<file path="config.mk">
export PLATFORM = sky130hd
export DESIGN_NAME = autorange_divider_ohmmeter
export DESIGN_NICKNAME = d
export VERILOG_FILES = /design/src/rtl/adohm_pkg.sv /design/src/rtl/adohm_div.sv /design/src/rtl/adohm_ctrl.sv /design/src/rtl/adohm_dp.sv /design/src/rtl/autorange_divider_ohmmeter.sv
export SDC_FILE = /design/constraint.sdc
export NUM_CORES = 1
export LEC_CHECK = 0
export BUFFER_PORTS_ARGS = -buffer_cell sky130_fd_sc_hd__buf_2
export CORE_MARGIN = 2
export CORE_UTILIZATION = 55
export DETAILED_ROUTE_END_ITERATION = 8
export GPL_TIMING_DRIVEN = 0
export PLACE_DENSITY = 0.75
export SETUP_SLACK_MARGIN = 0.2
export SLEW_MARGIN = 20
export SYNTH_ARGS = -nofsm -noshare
export SYNTH_HDL_FRONTEND = slang
export SYNTH_SLANG_ARGS = --single-unit
</file>
<file path="constraint.sdc">
create_clock -name i_clk -period 6.7 [get_ports i_clk]
set_input_delay 1.675 -clock i_clk [delete_from_list [all_inputs] [get_ports i_clk]]
set_output_delay 1.675 -clock i_clk [all_outputs]
set_load 0.01 [all_outputs]
</file>
<file path="src/rtl/adohm_pkg.sv">
// Package for the auto-ranging divider ohmmeter.
// Holds field widths, register indexes, reset values and the controller/datapath structs.
// Depends on nothing.
package adohm_pkg;

    localparam int SAMPLE_W = 12;
    localparam int AVG_W    = 12;
    localparam int THR_W    = 13;
    localparam int REF_W    = 24;
    localparam int RES_W    = 36;
    localparam int RANGE_W  = 2;
    localparam int CFG_IDX_W = 3;
    localparam int NUM_RANGES = 4;

    localparam logic [RANGE_W-1:0] LAST_RANGE = 2'd3;

    localparam logic [CFG_IDX_W-1:0] CFG_THRESHOLD = 3'd0;
    localparam logic [CFG_IDX_W-1:0] CFG_REF_OHMS0 = 3'd1;
    localparam logic [CFG_IDX_W-1:0] CFG_REF_OHMS1 = 3'd2;
    localparam logic [CFG_IDX_W-1:0] CFG_REF_OHMS2 = 3'd3;
    localparam logic [CFG_IDX_W-1:0] CFG_REF_OHMS3 = 3'd4;

    localparam logic [THR_W-1:0] THRESHOLD_RST = 13'd2483;
    localparam logic [REF_W-1:0] REF_OHMS0_RST = 24'd12322300;
    localparam logic [REF_W-1:0] REF_OHMS1_RST = 24'd1232230;
    localparam logic [REF_W-1:0] REF_OHMS2_RST = 24'd106230;
    localparam logic [REF_W-1:0] REF_OHMS3_RST = 24'd6830;

    typedef struct packed {
        logic acc;
        logic avg_load;
        logic decide;
        logic res_start;
        logic emit;
    } t_cmd;

    typedef struct packed {
        logic last_sample;
        logic div_done;
        logic switch_rng;
        logic over_scale;
        logic out_free;
    } t_sts;

endpackage

</file>
<file path="src/rtl/adohm_div.sv">
// Restoring divider that retires one quotient bit per cycle.
// Used by the ohmmeter datapath for the resistance quotient.
// Depends on nothing.
module adohm_div #(
    parameter int NUM_W = 36,
    parameter int DEN_W = 17
) (
    input  logic             i_clk,
    input  logic             i_rst_n,
    input  logic             i_start,
    input  logic [NUM_W-1:0] i_num,
    input  logic [DEN_W-1:0] i_den,
    output logic             o_done,
    output logic [NUM_W-1:0] o_quo
);

    localparam int CNT_W = $clog2(NUM_W + 1);

    logic [NUM_W-1:0] r_quo;
    logic [DEN_W-1:0] r_rem;
    logic [DEN_W-1:0] r_den;
    logic [CNT_W-1:0] r_cnt;
    logic             r_busy;
    logic             r_done;

    logic [DEN_W:0]   w_rem_sh;
    logic             w_ge;
    logic [DEN_W:0]   w_diff;

    always_comb begin
        w_rem_sh = {r_rem, r_quo[NUM_W-1]};
        w_ge     = (w_rem_sh >= {1'b0, r_den});
        w_diff   = w_rem_sh - {1'b0, r_den};
    end

    always_ff @(posedge i_clk) begin
        if (!i_rst_n) begin
            r_busy <= 1'b0;
            r_done <= 1'b0;
            r_cnt  <= '0;
        end else begin
            r_done <= 1'b0;
            if (i_start) begin
                r_busy <= 1'b1;
                r_cnt  <= CNT_W'(NUM_W);
            end else if (r_busy) begin
                r_cnt <= r_cnt - 1'b1;
                if (r_cnt == CNT_W'(1)) begin
                    r_busy <= 1'b0;
                    r_done <= 1'b1;
                end
            end
        end
    end

    always_ff @(posedge i_clk) begin
        if (i_start) begin
            r_quo <= i_num;
            r_rem <= '0;
            r_den <= i_den;
        end else if (r_busy) begin
            r_quo <= {r_quo[NUM_W-2:0], w_ge};
            r_rem <= w_ge ? w_diff[DEN_W-1:0] : w_rem_sh[DEN_W-1:0];
        end
    end

    assign o_done = r_done;
    assign o_quo  = r_quo;

endmodule

</file>
<file path="src/rtl/adohm_ctrl.sv">
// Controller state machine of the ohmmeter: sequences sample intake, the resistance
// division and the result hand-off. Depends on adohm_pkg for the command and status structs.
module adohm_ctrl (
    input  logic            i_clk,
    input  logic            i_rst_n,
    input  logic            i_in_valid,
    output logic            o_in_stall,
    input  adohm_pkg::t_sts i_sts,
    output adohm_pkg::t_cmd o_cmd
);

    localparam logic [2:0] S_ACC    = 3'd0;
    localparam logic [2:0] S_DEC    = 3'd2;
    localparam logic [2:0] S_RSTART = 3'd3;
    localparam logic [2:0] S_RES    = 3'd4;
    localparam logic [2:0] S_EMIT   = 3'd5;

    logic [2:0] r_state;
    logic [2:0] n_state;

    always_comb begin
        n_state = r_state;
        o_cmd   = '0;
        unique case (r_state)
            S_ACC: begin
                o_cmd.acc      = i_in_valid;
                o_cmd.avg_load = i_in_valid && i_sts.last_sample;
                if (i_in_valid && i_sts.last_sample) begin
                    n_state = S_DEC;
                end
            end
            S_DEC: begin
                o_cmd.decide = 1'b1;
                if (i_sts.switch_rng || i_sts.over_scale) begin
                    n_state = S_EMIT;
                end else begin
                    n_state = S_RSTART;
                end
            end
            S_RSTART: begin
                o_cmd.res_start = 1'b1;
                n_state         = S_RES;
            end
            S_RES: begin
                if (i_sts.div_done) begin
                    n_state = S_EMIT;
                end
            end
            S_EMIT: begin
                if (i_sts.out_free) begin
                    o_cmd.emit = 1'b1;
                    n_state    = S_ACC;
                end
            end
            default: begin
                n_state = S_ACC;
            end
        endcase
    end

    always_ff @(posedge i_clk) begin
        if (!i_rst_n) begin
            r_state <= S_ACC;
        end else begin
            r_state <= n_state;
        end
    end

    assign o_in_stall = (r_state != S_ACC);

    a_done_in_div_state: assert property (@(posedge i_clk) disable iff (!i_rst_n)
        i_sts.div_done |-> (r_state == S_RES))
        else $error("divider finished outside a division state");

endmodule

</file>
<file path="src/rtl/adohm_dp.sv">
// Datapath of the ohmmeter: configuration registers, sample accumulator with a reciprocal
// multiplier for the average, range register, product register, divider and output register.
// Depends on adohm_pkg and adohm_div.
module adohm_dp #(
    parameter int SAMPLES_PER_AVERAGE = 8,
    parameter int ADC_FULL_SCALE      = 4096
) (
    input  logic                                i_clk,
    input  logic                                i_rst_n,
    input  logic                                i_cfg_valid,
    input  logic [adohm_pkg::CFG_IDX_W-1:0]     i_cfg_index,
    input  logic [adohm_pkg::REF_W-1:0]         i_cfg_data,
    input  logic [adohm_pkg::SAMPLE_W-1:0]      i_adc_sample,
    input  adohm_pkg::t_cmd                     i_cmd,
    output adohm_pkg::t_sts                     o_sts,
    input  logic                                i_out_stall,
    output logic                                o_out_valid,
    output logic                                o_final_res,
    output logic [adohm_pkg::RANGE_W-1:0]       o_range_index,
    output logic [adohm_pkg::AVG_W-1:0]         o_average_code,
    output logic [adohm_pkg::RES_W-1:0]         o_resistance_ohms
);

    localparam int SUM_W  = $clog2(4095 * SAMPLES_PER_AVERAGE + 1);
    localparam int CNT_W  = (SAMPLES_PER_AVERAGE > 1) ? $clog2(SAMPLES_PER_AVERAGE) : 1;
    localparam int FS_W   = $clog2(ADC_FULL_SCALE + 1);
    localparam int DEN_W  = FS_W;
    localparam int RES_W  = adohm_pkg::RES_W;
    localparam int LOG_N  = $clog2(SAMPLES_PER_AVERAGE);
    localparam int REC_SH = SUM_W + LOG_N;
    localparam int REC_W  = SUM_W + 1;
    localparam int PROD_W = SUM_W + REC_W;
    // The rounded-up reciprocal gives the exact truncated quotient for every sum.
    localparam logic [REC_W-1:0] REC_M = REC_W'(((64'd1 << REC_SH)
        + 64'(SAMPLES_PER_AVERAGE) - 64'd1) / 64'(SAMPLES_PER_AVERAGE));

    logic [adohm_pkg::THR_W-1:0]   r_thr;
    logic [adohm_pkg::REF_W-1:0]   r_ref [adohm_pkg::NUM_RANGES];
    logic [SUM_W-1:0]              r_sum;
    logic [CNT_W-1:0]              r_cnt;
    logic [adohm_pkg::RANGE_W-1:0] r_range;
    logic [adohm_pkg::AVG_W-1:0]   r_avg;
    logic [RES_W-1:0]              r_prod;
    logic                          r_final;
    logic                          r_sat;
    logic [adohm_pkg::RANGE_W-1:0] r_res_range;
    logic                          r_out_valid;
    logic                          r_out_final;
    logic [adohm_pkg::RANGE_W-1:0] r_out_range;
    logic [adohm_pkg::AVG_W-1:0]   r_out_avg;
    logic [RES_W-1:0]              r_out_res;

    logic [SUM_W-1:0]            w_total;
    logic [PROD_W-1:0]           w_avg_prod;
    logic [adohm_pkg::AVG_W-1:0] w_avg;
    logic                        w_div_start;
    logic [RES_W-1:0]            w_div_num;
    logic [DEN_W-1:0]            w_div_den;
    logic                        w_div_done;
    logic [RES_W-1:0]            w_div_quo;
    logic                        w_switch;
    logic                        w_over;
    logic                        w_out_free;

    always_comb begin
        w_total     = r_sum + SUM_W'(i_adc_sample);
        w_avg_prod  = PROD_W'(w_total) * PROD_W'(REC_M);
        w_avg       = w_avg_prod[REC_SH +: adohm_pkg::AVG_W];
        w_switch    = (adohm_pkg::THR_W'(r_avg) < r_thr) && (r_range != adohm_pkg::LAST_RANGE);
        w_over      = (32'(r_avg) >= 32'(ADC_FULL_SCALE));
        w_out_free  = !r_out_valid || !i_out_stall;
        w_div_start = i_cmd.res_start;
        w_div_num   = r_prod;
        w_div_den   = DEN_W'(32'(ADC_FULL_SCALE) - 32'(r_avg));
    end

    adohm_div #(
        .NUM_W (RES_W),
        .DEN_W (DEN_W)
    ) u_div (
        .i_clk   (i_clk),
        .i_rst_n (i_rst_n),
        .i_start (w_div_start),
        .i_num   (w_div_num),
        .i_den   (w_div_den),
        .o_done  (w_div_done),
        .o_quo   (w_div_quo)
    );

    always_ff @(posedge i_clk) begin
        if (!i_rst_n) begin
            r_thr    <= adohm_pkg::THRESHOLD_RST;
            r_ref[0] <= adohm_pkg::REF_OHMS0_RST;
            r_ref[1] <= adohm_pkg::REF_OHMS1_RST;
            r_ref[2] <= adohm_pkg::REF_OHMS2_RST;
            r_ref[3] <= adohm_pkg::REF_OHMS3_RST;
        end else if (i_cfg_valid) begin
            unique case (i_cfg_index)
                adohm_pkg::CFG_THRESHOLD: r_thr    <= i_cfg_data[adohm_pkg::THR_W-1:0];
                adohm_pkg::CFG_REF_OHMS0: r_ref[0] <= i_cfg_data;
                adohm_pkg::CFG_REF_OHMS1: r_ref[1] <= i_cfg_data;
                adohm_pkg::CFG_REF_OHMS2: r_ref[2] <= i_cfg_data;
                adohm_pkg::CFG_REF_OHMS3: r_ref[3] <= i_cfg_data;
                default: begin
                end
            endcase
        end
    end

    always_ff @(posedge i_clk) begin
        if (!i_rst_n) begin
            r_sum       <= '0;
            r_cnt       <= '0;
            r_range     <= '0;
            r_out_valid <= 1'b0;
        end else begin
            if (i_cmd.acc) begin
                if (o_sts.last_sample) begin
                    r_sum <= '0;
                    r_cnt <= '0;
                end else begin
                    r_sum <= w_total;
                    r_cnt <= r_cnt + 1'b1;
                end
            end
            if (i_cmd.decide) begin
                r_range <= w_switch ? r_range + 1'b1 : '0;
            end
            if (i_cmd.emit) begin
                r_out_valid <= 1'b1;
            end else if (!i_out_stall) begin
                r_out_valid <= 1'b0;
            end
        end
    end

    always_ff @(posedge i_clk) begin
        if (i_cmd.avg_load) begin
            r_avg <= w_avg;
        end
        if (i_cmd.decide) begin
            r_final     <= !w_switch;
            r_sat       <= w_over;
            r_res_range <= w_switch ? r_range + 1'b1 : r_range;
            r_prod      <= RES_W'(r_ref[r_range]) * RES_W'(r_avg);
        end
        if (i_cmd.emit) begin
            r_out_final <= r_final;
            r_out_range <= r_res_range;
            r_out_avg   <= r_avg;
            if (!r_final) begin
                r_out_res <= '0;
            end else if (r_sat) begin
                r_out_res <= '1;
            end else begin
                r_out_res <= w_div_quo;
            end
        end
    end

    always_comb begin
        o_sts.last_sample = (r_cnt == CNT_W'(SAMPLES_PER_AVERAGE - 1));
        o_sts.div_done    = w_div_done;
        o_sts.switch_rng  = w_switch;
        o_sts.over_scale  = w_over;
        o_sts.out_free    = w_out_free;
    end

    assign o_out_valid       = r_out_valid;
    assign o_final_res       = r_out_final;
    assign o_range_index     = r_out_range;
    assign o_average_code    = r_out_avg;
    assign o_resistance_ohms = r_out_res;

    a_final_resets_range: assert property (@(posedge i_clk) disable iff (!i_rst_n)
        i_cmd.decide && !w_switch |=> r_range == '0)
        else $error("range not returned to zero after a final result");

    a_switch_steps_range: assert property (@(posedge i_clk) disable iff (!i_rst_n)
        i_cmd.decide && w_switch |=> r_range == $past(r_range) + 1'b1 && r_range != '0)
        else $error("range switch did not step to the next range");

    a_switch_zero_ohms: assert property (@(posedge i_clk) disable iff (!i_rst_n)
        r_out_valid && !r_out_final |-> r_out_res == '0)
        else $error("range switch word carries a nonzero resistance");

endmodule

</file>
<file path="src/rtl/autorange_divider_ohmmeter.sv">
// Top level of the auto-ranging divider ohmmeter.
// Depends on adohm_pkg, adohm_ctrl, adohm_dp (which holds adohm_div).
//
// Input channel: one 12-bit ADC sample per word on i_adc_sample, taken when i_in_valid
// is high and o_in_stall is low. Samples are accepted one per cycle until a group of
// SAMPLES_PER_AVERAGE is complete; o_in_stall then stays high while the group is
// processed.
// Output channel: one word per group, held in an output register until taken when
// o_out_valid is high and i_out_stall is low. A range switch word has o_final_res low,
// names the new range and carries zero ohms; a final word gives the resistance and the
// range it used, after which the range returns to zero.
// Processing: after the edge that takes the last sample of a group, a final word passes
// through the decide, division start and division states, where a restoring divider
// retires one quotient bit per cycle, and then the emit state; a switch word or an
// over-scale final word goes from decide straight to emit. Intake resumes once the word
// is loaded into the output register; a stalled word holds back the next word's hand-off.
// Configuration: i_cfg_valid/o_cfg_ready write threshold (index 0) and the four
// reference resistances (indexes 1 to 4); o_cfg_ready is always high.
// Reset: synchronous on i_rst_n low; range 0, empty accumulator, no word pending and
// configuration at its default values.
module autorange_divider_ohmmeter #(
    parameter int SAMPLES_PER_AVERAGE = 8,
    parameter int ADC_FULL_SCALE      = 4096
) (
    input  logic                                i_clk,
    input  logic                                i_rst_n,
    input  logic                                i_in_valid,
    output logic                                o_in_stall,
    input  logic [adohm_pkg::SAMPLE_W-1:0]      i_adc_sample,
    output logic                                o_out_valid,
    input  logic                                i_out_stall,
    output logic                                o_final_res,
    output logic [adohm_pkg::RANGE_W-1:0]       o_range_index,
    output logic [adohm_pkg::AVG_W-1:0]         o_average_code,
    output logic [adohm_pkg::RES_W-1:0]         o_resistance_ohms,
    input  logic                                i_cfg_valid,
    output logic                                o_cfg_ready,
    input  logic [adohm_pkg::CFG_IDX_W-1:0]     i_cfg_index,
    input  logic [adohm_pkg::REF_W-1:0]         i_cfg_data
);

    adohm_pkg::t_cmd w_cmd;
    adohm_pkg::t_sts w_sts;

    assign o_cfg_ready = 1'b1;

    adohm_ctrl u_ctrl (
        .i_clk      (i_clk),
        .i_rst_n    (i_rst_n),
        .i_in_valid (i_in_valid),
        .o_in_stall (o_in_stall),
        .i_sts      (w_sts),
        .o_cmd      (w_cmd)
    );

    adohm_dp #(
        .SAMPLES_PER_AVERAGE (SAMPLES_PER_AVERAGE),
        .ADC_FULL_SCALE      (ADC_FULL_SCALE)
    ) u_dp (
        .i_clk             (i_clk),
        .i_rst_n           (i_rst_n),
        .i_cfg_valid       (i_cfg_valid),
        .i_cfg_index       (i_cfg_index),
        .i_cfg_data        (i_cfg_data),
        .i_adc_sample      (i_adc_sample),
        .i_cmd             (w_cmd),
        .o_sts             (w_sts),
        .i_out_stall       (i_out_stall),
        .o_out_valid       (o_out_valid),
        .o_final_res       (o_final_res),
        .o_range_index     (o_range_index),
        .o_average_code    (o_average_code),
        .o_resistance_ohms (o_resistance_ohms)
    );

endmodule
</file>
# Word level (Yosys, flattened, before mapping)
# Memory sizes are Yosys's and may differ from the RTL's. A register that Yosys moved wholly into a read port is not among the register bits.
# Index checks and enable logic that the tools add are counted.
# totals
latchBits	0
regBits	209
input_bits	44
rom_bits	0
memories	1
output_inout_bits	54
ramBits	96
# memory_table
name	depth	width	read_ports	rd_clocked_by_memory_dff	write_ports	line_no	text
u_dp.r_ref	4	24	1	1	4	adohm_dp.sv:38	logic [adohm_pkg::REF_W-1:0] r_ref [adohm_pkg::NUM_RANGES];
# classes
mux	48
shift	0
n_lt_le_gt_ge	2
n_addsub	6
div_mod_pow	0
n_reduce_logical	14
eq_ne	15
multipliers	1
bitwise	6
# ops
cell	count
24-bit two-way mux	4
36-bit two-way mux	2
24-bit by 12-bit multiplier with 36-bit output	1
1-bit two-way mux	27
15-bit by 12-bit adder with 15-bit output	1
15-bit two-way mux	1
3-bit two-way mux	5
3-bit case mux with 5 select lines	1
14-bit by 13-bit >= comparator with 1-bit output	1
12-bit by 13-bit less-than comparator with 1-bit output	1
13-bit two-way mux	1
13-bit by 12-bit subtractor with 13-bit output (first input constant)	1
13-bit subtractor	1
3-bit by 2-bit equality test with 1-bit output (second input constant)	4
3-bit equality test (second input constant)	4
6-bit two-way mux	2
2-bit two-way mux	5
2-bit by 1-bit != test with 1-bit output (second input constant)	4
6-bit by 1-bit equality test with 1-bit output (second input constant)	1
3-bit zero test	2
6-bit by 1-bit subtractor with 6-bit output (second input constant)	1
1-bit OR	4
3-bit by 1-bit adder with 3-bit output (second input constant)	1
3-bit by 1-bit equality test with 1-bit output (second input constant)	1
other kinds (12)	16

# Longest topological paths before layout
# logic_depth
ltp_word	6
depth_mapped	25
ltp_nobuf	21

# Modules after synthesis
# Synthesis repeated with hierarchy kept, for this count alone.
# unflattened
hier_cells	2103
hier_area_um2	22704.3
# by_module_without_submodules
mod	seq_area_each_um2	area_per_inst_um2	n_inst	cells_per_inst
adohm_dp	6666.4	19025.7	1	1797
adohm_div	1891.8	3454.6	1	275
adohm_ctrl	60.1	212.7	1	29
autorange_divider_ohmmeter	0.0	11.3	1	2

# Worst setup path before layout
# Ideal clock, no wire load.
# synth_timing
path_kind	register to register
start	register with a tool-made name
end	register u_dp.r_prod[30], data pin
n_path_buf	3
synth_period_minus_slack_ps	6470
arrival_time_ps	6209
setup_ps	261
stages_incl_launch_ff	22
setup_slack_ps	230
cell_sequence	dfxtp_1 clkbuf_1 buf_2 mux4_2 clkbuf_1 and2_1 fa_1 inv_1 fa_1 inv_1 fa_1 fa_1 inv_1 fa_1 inv_1 ha_1 or2_2 a211oi_1 a211oi_2 a2111oi_4 nor2_1 o311a_1
# synth_lines
element	line_no	text
end signal, assigned	adohm_dp.sv:145	r_prod <= RES_W'(r_ref[r_range]) * RES_W'(r_avg);
end, declared	adohm_dp.sv:43	logic [RES_W-1:0] r_prod;

# Final worst setup path
# layout_timing
start	register u_dp.r_avg[6] (netlist bit)
end	register u_dp.r_prod[31], data pin
# layout_via
elab_chain_len	1
# layout_lines
element	line_no	text
start, declared	adohm_dp.sv:42	logic [adohm_pkg::AVG_W-1:0] r_avg;
start signal, assigned	adohm_dp.sv:139	r_avg <= w_avg;
24-bit by 12-bit multiplier with 36-bit output	adohm_dp.sv:145	
# Every way passes these cells.
# A chain may end at the register's enable or synchronous reset.

==> qor.yml <==
status: "complete, no violations"
antenna_found_initial: 1
wl_per_cell_um: 18.5
area_growth_pct: 13.5
async_flop_share: 0
grt_pass1_wl_um: 84900
synth_cells: 2184
path_class: "reg2reg"
insertion_delay_ns: 0.55
drv_slew: 0
yosysUniqueCellTypes: 66
start_util: 0.555
cts_max_level: 2
ant_nets: 0
crit_path_end_kind: "register"
overflow: 0
design_area_mm2: 0.0256
fp-row-count: 74
crit_required_ns: 6.98
coreArea_mm2: 0.0406
worst_pin_slew_ns: 0.833
clk_pin_slew_worst_paths_ns: 0.06
synth.area.top_cells: "edfxtp_1, fa_1, ha_1"
max-slew-margin-rel: 0.441
hold_class: "reg2reg"
hold_viol: 0
viasPerCell: 5.55
synth_edf_count: 247
worstPathArrival_ns: 6.69
finalCritPeriodShare: 0.958
dp_hpwl_um: 40800
ys_ff_latch: 307
yosysTopAreaCellShare: 0.329
nNetsFinal: 2731
fin_skew_ns: 0.0263
ys_seq_area_frac: 0.382
setup_viol: 0
drive_gt1_frac: 0.131
firstDrtPassIters: 5
critPathMaxFanout: 10
yosys.area.top_type: "edfxtp_1"
pin_count: 98
die_w_um: 207
ys.flop_type: "edfxtp_1"
gr-usage-all-layers: 0.259
die_area_mm2: 0.0426
synth_area_mm2: 0.0226
die_h_um: 207
rsz0062_at_grt: "true"
start_kind: "register"
dpl_cell_area_mm2: 0.0238
remaining_drc_errors: 0
fmax_mhz: 156
cts.sinks: 307
period_needed_ns: 6.42
layout_common_cells: "nand2_1, inv_1, edfxtp_1"
synth_fp_nets: 2567
grt_pass1_vias: 16574
drtIter0Drc: 1080
maxCapViolations: 0
place_congestion: 0.950
hold_buffers: 0
ir_drop_uv: 243
p_leak_nw: 11.3
cts_tree: "done"
via_count: 16134
port_buffers: 95
p_per_area_mw_per_mm2: 337
final_common_cell: "nand2_1"
avgSynthCellArea_um2: 10.3
grt_max_degree: 38
numCtsBuffers: 34
cts-root-buf: "clkbuf_16"
fin_util: 0.630
yosys_warnings: 0
cts_buffer_depth: 3
routed_wl_um: 53900
[power breakdown]
part	switching, mW	internal, mW	total, mW
Clock	0.755	1.09	1.84
Combinational	2.59	1.90	4.49
Sequential	0.0268	2.28	2.31
[kinds of logic after synthesis]
group | count (synthesis) | share of synthesized area
adder cells (fa/ha/maj) | 339 | 0.262
buffers and inverters | 433 | 0.0727
multiplexers | 41 | 0.0318
flip-flops | 307 | 0.382
AND/OR/NAND/NOR | 785 | 0.166
AO/OA/AOI/OAI | 217 | 0.0612
other | 1 | 0.000166
XOR/XNOR | 61 | 0.0237
[layer usage]
layer | share of wire | global-route usage | up-vias | routed length [um]
li1 | - | - | 7397 | -
met1 | 0.40 | 0.328 | 7969 | 21600
met2 | 0.50 | 0.447 | 622 | 26700
met3 | 0.065 | 0.0410 | 146 | 3530
met4 | 0.037 | 0.0995 | 0 | 2010
met5 | 0 | 0 | - | 0
[layout make-up]
cell class / instances / area [um^2]
clock buffers: 41 / 898
clock inverters: 21 / 206
multi-input cells: 1444 / 12600
repair buffers: 128 / 826
inverters: 321 / 1200
plain buffers: 112 / 618
fillers: 3190 / 15000
flip-flops and latches: 307 / 8620
well taps: 532 / 666
diodes: 1 / 2.50
[registers in the layout, summed over array words and instances, names as in the netlist, 3 cells and up, named ones only]
register / count
u_dp.r_ref: 96
u_dp.o_resistance_ohms: 36
u_dp.r_prod: 36
u_dp.u_div.o_quo: 36
u_dp.r_sum: 15
u_dp.r_thr: 13
u_dp.u_div.r_den: 13
u_dp.u_div.r_rem: 13
u_dp.o_average_code: 12
u_dp.r_avg: 12
u_dp.u_div.r_cnt: 6
u_ctrl.r_state: 3
u_dp.r_cnt: 3
[synth_stat cells, types with 7 or more instances]
| cell | instances |
|---|---|
| mux2i_1 | 15 |
| nor2b_1 | 12 |
| edfxtp_1 | 247 |
| and2_1 | 163 |
| a21oi_1 | 80 |
| o21ai_0 | 38 |
| dfxtp_1 | 60 |
| xnor2_1 | 35 |
| mux4_2 | 24 |
| ha_1 | 117 |
| nand2b_1 | 32 |
| nand2_1 | 377 |
| nor2_1 | 71 |
| inv_1 | 320 |
| nand3_1 | 20 |
| nor3_1 | 30 |
| and3_1 | 22 |
| a21o_1 | 25 |
| nor4_1 | 7 |
| o211ai_1 | 11 |
| a22oi_1 | 9 |
| clkbuf_1 | 102 |
| fa_1 | 222 |
| or3_1 | 24 |
| xor2_1 | 26 |
| o21a_1 | 9 |
[repair_timing]
| action | in CTS | in global routing |
|---|---|---|
| setup buffers | 13 | 15 |
| resized for setup | 82 | 82 |
| pin swaps | 6 | 15 |
| endpoints found under the setup margin | 22 | 16 |
| cloned | 0 | 1 |
[critical path, stage by stage (launching register included)]
cell and delay (ns):
edfxtp_1 0.41, clkbuf_1 0.49, clkbuf_2 0.43, nand2_1 0.13, fa_1 0.56, inv_1 0.06, fa_1 0.56, fa_1 0.44
fa_1 0.50, inv_1 0.05, fa_1 0.49, inv_1 0.06, ha_2 0.31, and4_1 0.27, a221oi_2 0.30, o21ai_2 0.13
or2_4 0.29, a21oi_4 0.15, a211o_1 0.23, o21bai_1 0.12, xor2_1 0.15
[worst paths after layout]
check | startpoint | endpoint | slack, ns | cells after the start
worst max-delay path | u_dp.r_avg[6] | u_dp.r_prod[31] | 0.28 | 20
worst min-delay path | u_dp.r_res_range[1] | u_dp.o_range_index[1] | 0.42 | 0
worst max register to register | u_dp.r_avg[6] | u_dp.r_prod[31] | 0.28 | 20
worst min register to register | u_dp.r_res_range[1] | u_dp.o_range_index[1] | 0.42 | 0
[stage by stage]
step | power, mW | cells | TNS (ns) | hold slack (ns) | setup slack (ns)
6_report | 8.64 | 2907 | 0 | 0.424 | 0.284
5_1_grt | 9.20 | 2907 | 0 | 0.440 | 0.144
4_1_cts | 8.25 | 2890 | 0 | 0.432 | 0.181
3_5_place_dp | 6.12 | 2815 | -9.73 | 0.412 | -0.897
3_3_place_gp | 6.03 | 2811 | -8.76 | 0.405 | -0.803
2_1_floorplan | 5.18 | 2184 | 0 | 0.400 | 0.230
Note: power is estimated with default switching activity, not from simulation.
